<file path="config.mk">
export PLATFORM = sky130hd
export DESIGN_NAME = record_frame_receiver_unit
export DESIGN_NICKNAME = d
export VERILOG_FILES = /design/src/hw/rtl/rfr_pkg.sv /design/src/hw/rtl/record_frame_receiver_unit.sv
export SDC_FILE = /design/constraint.sdc
export NUM_CORES = 1
export LEC_CHECK = 0
export ABC_CLOCK_PERIOD_IN_PS = 2790
export BUFFER_PORTS_ARGS = -buffer_cell sky130_fd_sc_hd__buf_4
export CAP_MARGIN = 25
export CORE_MARGIN = 5
export CORE_UTILIZATION = 51
export DETAILED_ROUTE_END_ITERATION = 12
export PLACE_DENSITY = 0.81
export SYNTH_ARGS = -nofsm -noshare
export SYNTH_HDL_FRONTEND = slang
export SYNTH_SLANG_ARGS = --single-unit
export TNS_END_PERCENT = 50
</file>
<file path="constraint.sdc">
create_clock -name clk -period 2.79 [get_ports clk]
set_clock_uncertainty 0.05 [all_clocks]
set_input_delay 0.4185 -clock clk [delete_from_list [all_inputs] [get_ports clk]]
set_output_delay 0.4185 -clock clk [all_outputs]
set_load 0.005 [all_outputs]
</file>
<file path="src/hw/rtl/rfr_pkg.sv">
// Control codes, character classes and helpers for the record frame receiver.
package rfr_pkg;

	localparam logic [7:0] CODE_HEADER = 8'h01;
	localparam logic [7:0] CODE_BODY   = 8'h02;
	localparam logic [7:0] CODE_FIELD  = 8'h03;
	localparam logic [7:0] CODE_RECORD = 8'h04;
	localparam logic [7:0] CODE_READ   = 8'h05;

	localparam logic [7:0] CHAR_DIGIT_LO = 8'h30;
	localparam logic [7:0] CHAR_DIGIT_HI = 8'h39;
	localparam logic [7:0] CHAR_UPPER_LO = 8'h41;
	localparam logic [7:0] CHAR_UPPER_HI = 8'h5A;
	localparam logic [7:0] CHAR_LOWER_LO = 8'h61;
	localparam logic [7:0] CHAR_LOWER_HI = 8'h7A;
	localparam logic [7:0] CHAR_SPACE    = 8'h20;
	localparam logic [7:0] CHAR_COMMA    = 8'h2C;

	typedef struct packed {
		logic        store_enable;
		logic [5:0]  store_index;
		logic [7:0]  store_char;
		logic [15:0] stored_count;
		logic [7:0]  record_number;
		logic        field_end;
		logic        start_write;
		logic        start_read;
	} rfr_result_t;

	function automatic logic is_body_char(input logic [7:0] c);
		return (c >= CHAR_DIGIT_LO && c <= CHAR_DIGIT_HI) ||
			(c >= CHAR_UPPER_LO && c <= CHAR_UPPER_HI) ||
			(c >= CHAR_LOWER_LO && c <= CHAR_LOWER_HI) ||
			c == CHAR_SPACE || c == CHAR_COMMA;
	endfunction

endpackage

</file>
<file path="src/hw/rtl/record_frame_receiver_unit.sv">
// Record frame receiver: control-code framing parser, one byte per transfer.
//
// Input channel: in_valid / in_stall with rx_byte. Output channel: out_valid /
// out_stall with the store, count, record number and action pulse fields.
// A transfer happens at a rising edge where valid is high and stall is low.
// Every input byte gives exactly one output transfer.
// The byte is held in the input register, then the parser rules and state
// update run in one combinational pass into the result register, which drives
// the outputs. With no stall the block takes one byte every cycle.
// When the receiver stalls, the result register holds its item and the input
// register fills; in_stall rises only when both stages are full, so at most
// two bytes are in flight.
// Reset clears the parser state, the character count, the record number and
// both stage valid flags; the block takes bytes in the first cycle after reset.
// BUFFER_DEPTH sets where the write position wraps; store_index carries its
// low 6 bits.
module record_frame_receiver_unit
	import rfr_pkg::*;
#(
	parameter int BUFFER_DEPTH = 64
) (
	input  logic        clk,
	input  logic        arst_n,
	input  logic        in_valid,
	output logic        in_stall,
	input  logic [7:0]  rx_byte,
	output logic        out_valid,
	input  logic        out_stall,
	output logic        store_enable,
	output logic [5:0]  store_index,
	output logic [7:0]  store_char,
	output logic [15:0] stored_count,
	output logic [7:0]  record_number,
	output logic        field_end,
	output logic        start_write,
	output logic        start_read
);

	localparam int PosW = (BUFFER_DEPTH > 2) ? $clog2(BUFFER_DEPTH) : 1;

	logic            valid_s1;
	logic [7:0]      byte_s1;
	logic            valid_s2;
	rfr_result_t     result_s2;
	logic            advance;

	logic [PosW-1:0] write_pos_q;
	logic            header_open_q;
	logic            header_done_q;
	logic            body_open_q;
	logic            body_has_data_q;
	logic [15:0]     char_count_q;
	logic [7:0]      record_q;

	logic [PosW-1:0] write_pos_d;
	logic            header_open_d;
	logic            header_done_d;
	logic            body_open_d;
	logic            body_has_data_d;
	logic [15:0]     char_count_d;
	logic [7:0]      record_d;
	rfr_result_t     result_d;
	logic [7:0]      pos_ext;
	logic [8:0]      pos_inc;

	assign advance  = valid_s1 && (!valid_s2 || !out_stall);
	assign in_stall = valid_s1 && !advance;

	assign pos_ext = 8'(write_pos_q);
	assign pos_inc = {1'b0, pos_ext} + 9'd1;

	always_comb begin
		write_pos_d     = write_pos_q;
		header_open_d   = header_open_q;
		header_done_d   = header_done_q;
		body_open_d     = body_open_q;
		body_has_data_d = body_has_data_q;
		char_count_d    = char_count_q;
		record_d        = record_q;
		result_d        = '0;
		if (is_body_char(byte_s1) && body_open_q && header_done_q) begin
			result_d.store_enable = 1'b1;
			result_d.store_index  = pos_ext[5:0];
			result_d.store_char   = byte_s1;
			if (pos_inc >= 9'(BUFFER_DEPTH)) begin
				write_pos_d = '0;
			end else begin
				write_pos_d = pos_inc[PosW-1:0];
			end
			char_count_d    = char_count_q + 16'd1;
			body_has_data_d = 1'b1;
		end else if (byte_s1 == CODE_READ && header_done_q) begin
			result_d.start_read = 1'b1;
			header_done_d       = 1'b0;
		end else if (byte_s1 == CODE_RECORD && body_has_data_q) begin
			write_pos_d          = '0;
			result_d.field_end   = 1'b1;
			result_d.start_write = 1'b1;
			body_open_d          = 1'b0;
			header_done_d        = 1'b0;
			body_has_data_d      = 1'b0;
		end else if (byte_s1 == CODE_FIELD && body_has_data_q) begin
			write_pos_d        = '0;
			result_d.field_end = 1'b1;
			body_has_data_d    = 1'b0;
		end else if (byte_s1 == CODE_BODY && header_done_q) begin
			body_open_d = 1'b1;
		end else if (byte_s1 == CODE_HEADER && !header_done_q && !header_open_q) begin
			header_open_d = 1'b1;
		end else if (header_open_q && !header_done_q) begin
			record_d      = byte_s1;
			header_open_d = 1'b0;
			header_done_d = 1'b1;
		end
		result_d.stored_count  = char_count_d;
		result_d.record_number = record_d;
	end

	// stage 1: input register
	always_ff @(posedge clk or negedge arst_n) begin
		if (!arst_n) begin
			valid_s1 <= 1'b0;
		end else if (!in_stall) begin
			valid_s1 <= in_valid;
		end
	end

	always_ff @(posedge clk) begin
		if (in_valid && !in_stall) begin
			byte_s1 <= rx_byte;
		end
	end

	// parser state: advance on each processed byte
	always_ff @(posedge clk or negedge arst_n) begin
		if (!arst_n) begin
			write_pos_q     <= '0;
			header_open_q   <= 1'b0;
			header_done_q   <= 1'b0;
			body_open_q     <= 1'b0;
			body_has_data_q <= 1'b0;
			char_count_q    <= '0;
			record_q        <= '0;
		end else if (advance) begin
			write_pos_q     <= write_pos_d;
			header_open_q   <= header_open_d;
			header_done_q   <= header_done_d;
			body_open_q     <= body_open_d;
			body_has_data_q <= body_has_data_d;
			char_count_q    <= char_count_d;
			record_q        <= record_d;
		end
	end

	// stage 2: result register
	always_ff @(posedge clk or negedge arst_n) begin
		if (!arst_n) begin
			valid_s2 <= 1'b0;
		end else if (!valid_s2 || !out_stall) begin
			valid_s2 <= valid_s1;
		end
	end

	always_ff @(posedge clk) begin
		if (advance) begin
			result_s2 <= result_d;
		end
	end

	assign out_valid     = valid_s2;
	assign store_enable  = result_s2.store_enable;
	assign store_index   = result_s2.store_index;
	assign store_char    = result_s2.store_char;
	assign stored_count  = result_s2.stored_count;
	assign record_number = result_s2.record_number;
	assign field_end     = result_s2.field_end;
	assign start_write   = result_s2.start_write;
	assign start_read    = result_s2.start_read;

	a_write_has_field_end: assert property (@(posedge clk) disable iff (!arst_n)
		valid_s2 && start_write |-> field_end)
		else $error("start_write without field_end");

	a_store_excludes_actions: assert property (@(posedge clk) disable iff (!arst_n)
		valid_s2 && store_enable |-> !field_end && !start_read)
		else $error("character write combined with an action pulse");

	a_read_alone: assert property (@(posedge clk) disable iff (!arst_n)
		valid_s2 && start_read |-> !field_end && !start_write)
		else $error("start_read combined with field end");

	a_stall_only_when_full: assert property (@(posedge clk) disable iff (!arst_n)
		in_stall |-> valid_s1 && valid_s2 && out_stall)
		else $error("input stalled while a stage is free");

	a_count_tracks_store: assert property (@(posedge clk) disable iff (!arst_n)
		advance && !result_d.store_enable |=> char_count_q == $past(char_count_q))
		else $error("character count moved without a store");

endmodule

</file>
======== After elaboration in Yosys (flattened, before gate mapping) ========
Cells that the tools add are included.
cells by class
  add/subtract/negate cells ............... 2
  multipliers ............................. 0
  divide/modulo/power cells ............... 0
  order comparisons ....................... 7
  eq/ne operators ......................... 12
  shifts and indexed selects .............. 0
  multiplexer cells ....................... 33
  bitwise logic cells ..................... 5
  reduce and logical (&&, ||, !) cells .... 35
operator list
  kind                                                                    count
  8-bit two-way mux                                                       7
  6-bit two-way mux                                                       5
  1-bit two-way mux                                                       19
  16-bit by 1-bit adder with 16-bit output (second input constant)        1
  8-bit by 2-bit equality test with 1-bit output (second input constant)  2
  8-bit by 3-bit equality test with 1-bit output (second input constant)  2
  8-bit by 6-bit equality test with 1-bit output (second input constant)  2
  8-bit by 7-bit >= comparator with 1-bit output (second input constant)  2
  8-bit by 7-bit <= comparator with 1-bit output (second input constant)  2
  16-bit two-way mux                                                      1
  1-bit logical AND                                                       15
  15-bit two-way mux                                                      1
  3-bit != test (second input constant)                                   3
  8-bit by 1-bit equality test with 1-bit output (second input constant)  1
  8-bit by 6-bit >= comparator with 1-bit output (second input constant)  1
  8-bit by 6-bit <= comparator with 1-bit output (second input constant)  1
  6-bit by 1-bit adder with 7-bit output (second input constant)          1
  7-bit >= comparator (second input constant)                             1
  7-bit AND reduction                                                     1
  1-bit logical NOT                                                       6
  6-bit AND reduction                                                     1
  3-bit nonzero test                                                      2
  1-bit logical OR                                                        5
  1-bit inverter                                                          5
  5 further kinds                                                         7
word-level totals
  register bits after elaboration ......... 86
  bits in latches ......................... 0
  bits in writable memories ............... 0
  memory bits (read-only) ................. 0
  bits of input ports ..................... 12
  output and inout bits ................... 44
  word-level logic and storage cells ...... 112
  memories kept ........................... 0

======== Depth between registers and ports, before layout ========
Gate-level depths: netlist of the first run.
  depth after elaboration ................. 10
  mapped depth ............................ 9
  gate-level depth less buffers ........... 7

======== Least setup slack after synthesis of the first run ========
No wires, ideal clock.
  path type ............................... in2reg
  from .................................... input out_stall
  to ...................................... register record_q[4]
  setup time .............................. 0.128 ns
  arrival time ............................ 2.567 ns
  required time ........................... 2.612 ns
  setup slack ............................. 0.045 ns
  cell stages on the path ................. 6
  buffers on the path ..................... 1
  cells stage by stage .................... nand2_1 -> nand2_1 -> clkinv_1 -> and3_1 -> buf_2 -> mux2_1
between the ends
  longest elaborated chain between the ends .. 3
RTL lines
  what                    line                               source
  start: declaration      record_frame_receiver_unit.sv:28   input logic out_stall,
  1-bit logical NOT       record_frame_receiver_unit.sv:66   assign advance = valid_s1 && (!valid_s2 || !out_stall);
  1-bit logical OR        record_frame_receiver_unit.sv:66
  1-bit logical AND       record_frame_receiver_unit.sv:66
  via advance             record_frame_receiver_unit.sv:45   logic advance;
  end signal: assignment  record_frame_receiver_unit.sv:151  record_q <= record_d;
  end: declaration        record_frame_receiver_unit.sv:53   logic [7:0] record_q;
The timed path passes the listed nets, and every way through them passes these cells.
A chain may end at the register's enable or synchronous reset.

======== Worst setup path in the final report of the first run ========
  from .................................... register byte_s1[1]
  to ...................................... register char_count_q[12]
between the ends
  longest elaborated chain between the ends .. 9
  elaborated cells between the ends (all ways) .. 18
  classes of those cells .................. 6 x order compare; 2 x eq/ne; 1 x mux; 9 x reduce/logical
RTL lines
  what                                                                          line                               source
  start: declaration                                                            record_frame_receiver_unit.sv:42   logic [7:0] byte_s1;
  start signal: assignment                                                      record_frame_receiver_unit.sv:130  byte_s1 <= rx_byte;
  8-bit by 6-bit >= comparator with 1-bit output, or another cell as far along  rfr_pkg.sv:31                      return (c >= CHAR_DIGIT_LO && c <= CHAR_DIGIT_HI) ||
  1-bit logical AND (on tied branches)                                          rfr_pkg.sv:31, rfr_pkg.sv:32
  1-bit logical OR                                                              rfr_pkg.sv:31
  1-bit logical OR                                                              rfr_pkg.sv:32                      (c >= CHAR_UPPER_LO && c <= CHAR_UPPER_HI) ||
  1-bit logical OR                                                              rfr_pkg.sv:33                      (c >= CHAR_LOWER_LO && c <= CHAR_LOWER_HI) ||
  1-bit logical OR (*)                                                          rfr_pkg.sv:34                      c == CHAR_SPACE || c == CHAR_COMMA;
  1-bit logical AND (*) (2 in a row)                                            record_frame_receiver_unit.sv:81   if (is_body_char(byte_s1) && body_open_q && header_done_q) begin
  16-bit two-way mux (*)                                                        record_frame_receiver_unit.sv:81
  end signal: assignment                                                        record_frame_receiver_unit.sv:150  char_count_q <= char_count_d;
  end: declaration                                                              record_frame_receiver_unit.sv:52   logic [15:0] char_count_q;
Every way passes the cells marked *; elsewhere a longest branch is shown, timed or not.

==> results of run 1 <==
## worst max-delay path by stage
| stage | start | end | slack, ns | cells after the start |
|---|---|---|---|---|
| floorplan | out_stall | record_q[4] | 0.05 | 6 |
| global placement | byte_s1[1] | char_count_q[12] | 0.53 | 7 |
| detailed placement | byte_s1[1] | char_count_q[12] | 0.44 | 7 |
| CTS | byte_s1[1] | char_count_q[12] | 0.42 | 7 |
| global route | byte_s1[1] | write_pos_q[0] | 0.27 | 7 |
| finish | byte_s1[1] | char_count_q[12] | 0.43 | 7 |
## sequential cells by signal, summed over array words and instances, names as in the netlist
name	count
record_number	8
record_q	8
header_done_q	1
field_end	1
stored_count	16
store_index	6
start_read	1
store_char	8
store_enable	1
body_has_data_q	1
char_count_q	16
start_write	1
body_open_q	1
write_pos_q	6
header_open_q	1
valid_s1	1
out_valid	1
byte_s1	8
## critical path: stages, from the launching register on
cell      delay (ns)
edfxtp_1        0.55
nand2_1         0.11
a31oi_1         0.12
nor4_4          0.42
nor2_4          0.08
buf_4           0.20
or4_4           0.55
xnor2_2         0.15
## placed cells by master, fill, tap and decap left out, drive strengths merged
master and n:
buf 61, edfxtp 50, dfrtp 36, xnor2 23, nand2 18, mux2 17, nor2 14, nand3 14
and2 14, nand4 13, clkbuf 12, xor2 8, nor3 8, and3 8, a21oi 5, inv 5
nand2b 4, a22o 4, nor3b 4, nor4 4, clkinv 4, a31oi 3, o22ai 3, and4 3
o21ai 3, o2bb2ai 2, ha 2, nand3b 1, nor4b 1, or4 1, o31ai 1, o21a 1
bufinv 1, dlygate4sd3 1, conb 1
## layer usage
layer | vias to the layer above | share of wire | global-route usage
met4 | 0 | 0.022 | 0.0736
li1 | 1156 | - | -
met2 | 65 | 0.46 | 0.248
met1 | 1130 | 0.46 | 0.221
met5 | - | 0 | 0
met3 | 13 | 0.055 | 0.0360
## cell type report
type / count / share of cell area
sequential: 86 / 0.536
timing repair buffer: 62 / 0.104
inverter: 6 / 0.00502
clock inverter: 4 / 0.0109
clock buffer: 12 / 0.0301
multi-input combinational: 180 / 0.286
tap: 99 / 0.0276
## cells by family after synthesis
kind of cell | Yosys count | synth area share
AND/OR/NAND/NOR | 107 | 0.168
other | 1 | 0.000987
AO/OA/AOI/OAI | 22 | 0.0382
flip-flops | 86 | 0.632
XOR/XNOR | 31 | 0.0734
multiplexers | 17 | 0.0504
buffers and inverters | 21 | 0.0300
adder cells (fa/ha/maj) | 2 | 0.00658
## power by group
group	total, uW	internal, uW	switching, uW
clock	830	414	416
combinational	165	81.4	83.9
sequential	1450	1420	33.1
## stage by stage
stage	total power (uW)	area (um^2)	worst slack (ns)	hold WS [ns]	std cells
2_1_floorplan	1540	3800	0.0453	0.0729	287
3_3_place_gp	1640	4290	0.533	0.358	432
3_5_place_dp	1640	4290	0.438	0.362	432
4_1_cts	2460	4480	0.422	0.175	449
5_1_grt	2540	4480	0.270	0.172	449
6_report	2440	4480	0.426	0.187	449
==> out/summary.log, run 1 <==
INFO  die            die_h=96.3um
INFO  cts            cts_post_setup_buffers_inserted=0
INFO  cts            cts_repair_resize_count=0
INFO  final_layout   final-seq-area=0.00240mm^2
INFO  run            max_cap_violations=0
INFO  worst_setup_path crit_path_start_kind=register
INFO  logic_synthesis synth_area_leaders=edfxtp_1, dfrtp_1, xnor2_1, mux2_2, mux2_1
INFO  hold_path      whs_path_depth=1
INFO  logic_synthesis synth_common_cells=edfxtp_1, dfrtp_1, xnor2_1, nand2_1
INFO  logic_synthesis ys_seq_elements=86
INFO  drt            route.detailed.vias_per_inst=5.27
INFO  timing         max_slew_margin=0.511
INFO  drt            drt_pass1_iterations=5
INFO  logic_synthesis synth_area_per_cell=13.2um^2
INFO  die            initial_core_util=0.524
INFO  worst_setup_path critical_path_peak_fanout=14
INFO  worst_setup_path end_kind=register
INFO  drt            via_count=2364
INFO  final_layout   antennaDiodeCount=0
INFO  cts            tritoncts=built
INFO  drt            remaining_drc_errors=0
INFO  power_and_ir_drop ir_drop=0.408mV
INFO  timing         setup_violations=0
INFO  final_layout   multi_input_comb_area=0.00128mm^2
INFO  logic_synthesis ys.warnings.count=0
INFO  cts            cts-hold-fix-buffers=1
INFO  drt            dr.first_iter.drc_count=161
INFO  worst_setup_path critical_path_class=reg -> reg
INFO  power_and_ir_drop leakagePower=0.00190uW
INFO  final_layout   fin_util=0.618
INFO  timing         shortest_period_the_worst_path_allows=2.36ns
INFO  logic_synthesis synthesis.nets=301
INFO  timing         finalMaxSlewViolations=0
INFO  cts            clkLatencyLatePin=0.35ns
INFO  hold_path      whs_endpoint=byte_s1[5]
INFO  logic_synthesis synth_largest_type_area_fraction=0.395
INFO  logic_synthesis syn-cell-area=0.00380mm^2
INFO  final_layout   final_net_count=359
INFO  drt            antenna_violating_nets_post_route=0
INFO  die            fp.dieArea=0.00928mm^2
INFO  worst_setup_path worstReg2RegStart=byte_s1[1]
INFO  timing         layout_worst_path_cycle_share=0.847
INFO  worst_setup_path cp_data_required_time=2.97ns
INFO  logic_synthesis yosysUniqueCellTypes=49
INFO  timing         fmax=423MHz
INFO  logic_synthesis synthCells=287
INFO  logic_synthesis seq_area_frac_synth=0.632
INFO  logic_synthesis fraction_of_synthesis_flops_using_an_asynchronous_set_or_reset_pin=0.419
INFO  global_routing grt_util_all_layers=0.162
INFO  final_layout   areaGrowthSynthToFinish=18.0%
INFO  final_layout   drive_gt1_frac=0.274
INFO  global_routing grt_pass1_vias=2266
INFO  cts            cts-root-buf=clkbuf_8
INFO  logic_synthesis synth_enable_flop_cells=50
INFO  global_routing grt_max_degree=37
INFO  global_routing grt_remaining_overflow=0
INFO  cts            cts-root-to-sink-buffers=2
INFO  final_layout   filler_cell_count=569
INFO  timing         fin_setup_tns=0ns
INFO  logic_synthesis yosysMostFrequentCell=edfxtp_1
INFO  logic_synthesis synth.largest_area_cell=edfxtp_1
INFO  cts            max_h_tree_level=3
INFO  drt            routed_wirelength=6.68mm
INFO  global_routing antenna_violations_before_repair=0
INFO  die            floorplan.rows=31
INFO  timing         setup_repair_after_global_routing_missed_its_margin=no
INFO  die            die_x_extent=96.3um
INFO  logic_synthesis synthFlopType=edfxtp_1
INFO  worst_setup_path critical_path.reg2reg.endpoint=char_count_q[12]
INFO  outcome        status=complete, no violations
INFO  place          hpwlAfterDp=4.68mm
INFO  worst_setup_path r2r_setup_slack=0.43ns
INFO  hold_path      min-delay-path-class=in -> reg
INFO  worst_setup_path reg2regPathDepth=7
INFO  place          port-buffer-count=55
INFO  drt            detail_route.wl_per_cell=14.9um
INFO  cts            tritoncts_num_sinks=86
INFO  power_and_ir_drop power.density_cell_area=545mW/mm^2
INFO  die            top_level_ports=56
INFO  timing         timing_worst_slew_pin_value=0.727ns
INFO  cts            clock_pin_transition_on_the_worst_setup_and_hold_timing_paths=0.08ns
INFO  global_routing grt_first_pass_wirelength=11.2mm
INFO  cts            cts_buffers=9
INFO  die            core_area=0.00725mm^2
INFO  worst_setup_path worstPathArrival=2.55ns
INFO  timing         timing.final.hold_violations=0
INFO  place          gpl.final_weighted_congestion=0.807
INFO  hold_path      hold_path.startpoint=rx_byte[5]
Note: power is estimated with default switching activity, not from simulation.
==> run 2: changes to the inputs <==
- ABC_AREA: not set -> 1
- ABC_CLOCK_PERIOD_IN_PS: 2790 -> 2000
- CORE_UTILIZATION: 51 -> 52
- PLACE_DENSITY: 0.81 -> 0.82
- clock period: 2.79 -> 2 ns (I/O delays scaled with it)
==> out/summary.log, run 2 <==
INFO  drt            dr_top_layer=met4
INFO  logic_synthesis synth_area_leaders=edfxtp_1, dfrtp_1, nand2_1, nand3_1, inv_1
INFO  final_layout   areaGrowthSynthToFinish=17.8%
INFO  global_routing grt_first_pass_wirelength=15.0mm [+33%]
INFO  cts            clock_pin_transition_on_the_worst_setup_and_hold_timing_paths=0.08ns [about the same]
INFO  cts            tritoncts=built
INFO  die            die_x_extent=99.7um [+3.5%]
INFO  final_layout   drive_gt1_frac=0.167 [-0.107]
INFO  drt            via_count=3360 [+42%]
INFO  drt            met3_wirelength=512um [+40%]
INFO  timing         timing.final.hold_violations=0 [unchanged]
INFO  logic_synthesis synth.largest_area_cell=edfxtp_1
INFO  logic_synthesis synth_largest_type_area_fraction=0.359 [-0.0365]
INFO  die            top_level_ports=56 [unchanged]
INFO  timing         fmax=546MHz [+29%]
INFO  final_layout   antennaDiodeCount=0 [unchanged]
INFO  logic_synthesis ys.warnings.count=0 [unchanged]
INFO  power_and_ir_drop ir_drop=0.506mV [+24%]
INFO  die            fp.dieArea=0.00995mm^2 [+7.2%]
INFO  place          hpwlAfterDp=6.19mm [+32%]
INFO  global_routing grt_pass1_vias=3350 [+48%]
INFO  worst_setup_path worst_path_max_delay_cell=edfxtp_1
INFO  drt            detail_route.wl_per_cell=13.1um [-12%]
INFO  logic_synthesis synth_area_per_cell=8.65um^2 [-35%]
INFO  worst_setup_path cp_top_family=simple AND/OR/NAND/NOR gates
INFO  worst_setup_path r2r_setup_slack=0.17ns [-0.26 ns]
INFO  global_routing grt_max_degree=37 [unchanged]
INFO  die            core_area=0.00777mm^2 [+7.1%]
INFO  power_and_ir_drop leakagePower=0.00231uW [+21%]
INFO  logic_synthesis synthesis.nets=498 [+65%]
INFO  timing         layout_worst_path_cycle_share=0.916 [+0.0683]
INFO  worst_setup_path worstPathArrival=1.89ns [-0.66 ns]
INFO  drt            dr.first_iter.drc_count=238 [+48%]
INFO  logic_synthesis fraction_of_synthesis_flops_using_an_asynchronous_set_or_reset_pin=0.419 [unchanged]
INFO  logic_synthesis syn-cell-area=0.00419mm^2 [+10%]
INFO  global_routing grt_remaining_overflow=0 [unchanged]
INFO  run            max_cap_violations=0 [unchanged]
INFO  drt            met1Wirelength=3.54mm [+14%]
INFO  worst_setup_path crit_buf_inv=1 [unchanged]
INFO  drt            antenna_violating_nets_post_route=0 [unchanged]
INFO  timing         finalMaxSlewViolations=0 [unchanged]
INFO  logic_synthesis yosysUniqueCellTypes=31 [-37%]
INFO  logic_synthesis synth_enable_flop_cells=50 [unchanged]
INFO  power_and_ir_drop power.density_cell_area=733mW/mm^2 [+35%]
INFO  logic_synthesis synth_compound_gate_area_share=0.0305 [-0.00771]
INFO  timing         setup_violations=0 [unchanged]
INFO  logic_synthesis post_synth_fa_ha_maj_area_fraction=0.00598 [-0.000608]
INFO  place          port-buffer-count=55 [unchanged]
INFO  global_routing grt_util_all_layers=0.187 [+0.0247]
INFO  logic_synthesis synth_common_cells=nand2_1, edfxtp_1, inv_1, nor2_1, nand3_1
INFO  place          detailed_place.area=0.00470mm^2 [+9.5%]
INFO  cts            cts_buffers=9 [unchanged]
INFO  drt            routed_wirelength=8.56mm [+28%]
INFO  drt            remaining_drc_errors=0 [unchanged]
INFO  worst_setup_path critical_path_cell_count=8 [+1]
INFO  cts            cts_post_setup_buffers_inserted=0 [unchanged]
INFO  worst_setup_path reg2regPathDepth=8 [+1]
INFO  logic_synthesis post_synth_simple_gate_area=0.305 [+0.137]
INFO  drt            drt_pass1_iterations=6 [+1]
INFO  timing         fin_setup_tns=0ns [unchanged]
INFO  cts            cts-root-to-sink-buffers=2 [unchanged]
INFO  worst_setup_path critPathMostFrequentCell=nand2_1
INFO  worst_setup_path crit_path_start_kind=register
INFO  logic_synthesis synth_xor_xnor_area_share=0.0209 [-0.0525]
INFO  final_layout   final_net_count=559 [+56%]
INFO  timing         worst_slack=0.169ns [-0.257 ns]
INFO  final_layout   commonest_non_fill_non_tap_cell_in_the_layout=nand2_1
INFO  cts            clkLatencyLatePin=0.35ns [about the same]
INFO  die            floorplan.rows=32 [+3.2%]
INFO  final_layout   finalInstanceArea=0.00493mm^2 [+10%]
INFO  final_layout   filler_cell_count=684 [+20%]
INFO  worst_setup_path timing.critical_path.slowest_cell_delay=0.49ns [-0.06 ns]
INFO  logic_synthesis synthFlopType=edfxtp_1
INFO  logic_synthesis yosysMostFrequentCell=nand2_1
INFO  logic_synthesis largest_family_of_logic_cells_by_synthesized_area=simple AND/OR/NAND/NOR gates
INFO  die            die_h=99.7um [+3.5%]
INFO  hold_path      whs_path_depth=1 [unchanged]
INFO  cts            max_h_tree_level=3 [unchanged]
INFO  drt            route.met2.wl=4.29mm [+40%]
INFO  cts            cts-root-buf=clkbuf_8
INFO  die            initial_core_util=0.539 [+0.0151]
INFO  worst_setup_path end_kind=register
INFO  timing         setup_repair_after_global_routing_missed_its_margin=no
INFO  cts            tritoncts_num_sinks=86 [unchanged]
INFO  global_routing antenna_violations_before_repair=0 [unchanged]
INFO  place          gpl.final_weighted_congestion=0.984 [+22%]
INFO  timing         shortest_period_the_worst_path_allows=1.83ns [-0.533 ns]
INFO  place          dpl_worst_slack=0.155ns [-0.283 ns]
INFO  timing         timing.hold.ws=0.0655ns [-0.122 ns]
INFO  worst_setup_path cp_data_required_time=2.06ns [-0.91 ns]
INFO  logic_synthesis seq_area_frac_synth=0.574 [-0.0584]
INFO  logic_synthesis synth.area.mux_share=0 [-0.0504]
INFO  drt            route.detailed.vias_per_inst=5.15 [-2.1%]
INFO  final_layout   fin_util=0.635 [+0.0169]
INFO  hold_path      min-delay-path-class=in -> reg
INFO  worst_setup_path critical_path_class=reg -> reg
INFO  worst_setup_path crit_path_cell_trace=nand2_2 > nand2_1 > nand2_1 > nand2_1 > o21ai_4 > nand2_8 > inv_2 > o21ai_0
INFO  final_layout   mostFrequentLayoutCells=nand2_1, buf_4, edfxtp_1
INFO  worst_setup_path critical_path_peak_fanout=30 [+16]
INFO  logic_synthesis synthCells=484 [+69%]
INFO  outcome        status=complete, no violations
INFO  logic_synthesis ys_seq_elements=86 [unchanged]
[run 2: cell types whose count changed in the layout (fill, tap and decap cells not counted), sizes merged, moves of 6 or more]
cell,before,now
mux2,17,0
o21ai,3,17
nand4,13,7
inv,5,48
nand2,18,198
nand3,14,42
and3,8,0
nor2,14,49
and2,14,0
xnor2,23,4
[run 2: stage by stage]
stage | power [uW] | cells
final | 3620 | 652
after global routing | 3760 | 652
after CTS | 3640 | 652
after detailed placement | 2400 | 635
after global placement | 2390 | 635
after floorplan | 2200 | 484
[run 2: repair_timing]
item,CTS,global route
hold buffers,1,0
resized for setup,0,2
setup endpoints to repair,0,1
hold endpoints to repair,36,0
[run 2: cell families (layout without fill, tap and decap cells)]
kind of cell / after synthesis / in the layout
simple gates: 303 / 303
flops: 86 / 86
buf+inv: 60 / 126
compound gates: 22 / 22
xor+xnor: 10 / 10
fa+ha+maj: 2 / 2
other cells: 1 / 1
[run 2: worst paths after layout]
path	end	startpoint
worst max-delay path	stored_count[1]	byte_s1[1]
worst min-delay path	byte_s1[1]	rx_byte[1]
worst max register to register	stored_count[1]	byte_s1[1]
worst min register to register	record_q[1]	record_q[1]
max in group asynchronous	char_count_q[9]	arst_n
min in group asynchronous	record_q[5]	arst_n
[run 2: where the power goes]
part	internal [uW]	switching, uW
combinational	136	207
clock	646	606
sequential	1980	37.8
[run 2: final cells by class]
| class | count | area [um^2] | share of cell area |
|---|---|---|---|
| multi-input combinational | 338 | 1540 | 0.313 |
| inverter | 47 | 176 | 0.0358 |
| clock inverter | 5 | 56.3 | 0.0114 |
| timing repair buffer | 63 | 475 | 0.0964 |
| tap | 102 | 128 | 0.0259 |
| sequential | 86 | 2400 | 0.487 |
| clock buffer | 11 | 151 | 0.0307 |
[run 2: worst register-to-register path: stages (launching register included)]
cell,delay (ns)
edfxtp_1,0.49
nand2_2,0.16
nand2_1,0.07
nand2_1,0.06
nand2_1,0.08
o21ai_4,0.27
nand2_8,0.20
inv_2,0.13
o21ai_0,0.08
[run 2: per-layer routing]
metal	global-route usage	vias to the layer above
met5	0	-
met3	0.0379	21
met4	0.0704	0
li1	-	1665
met1	0.232	1561
met2	0.322	113
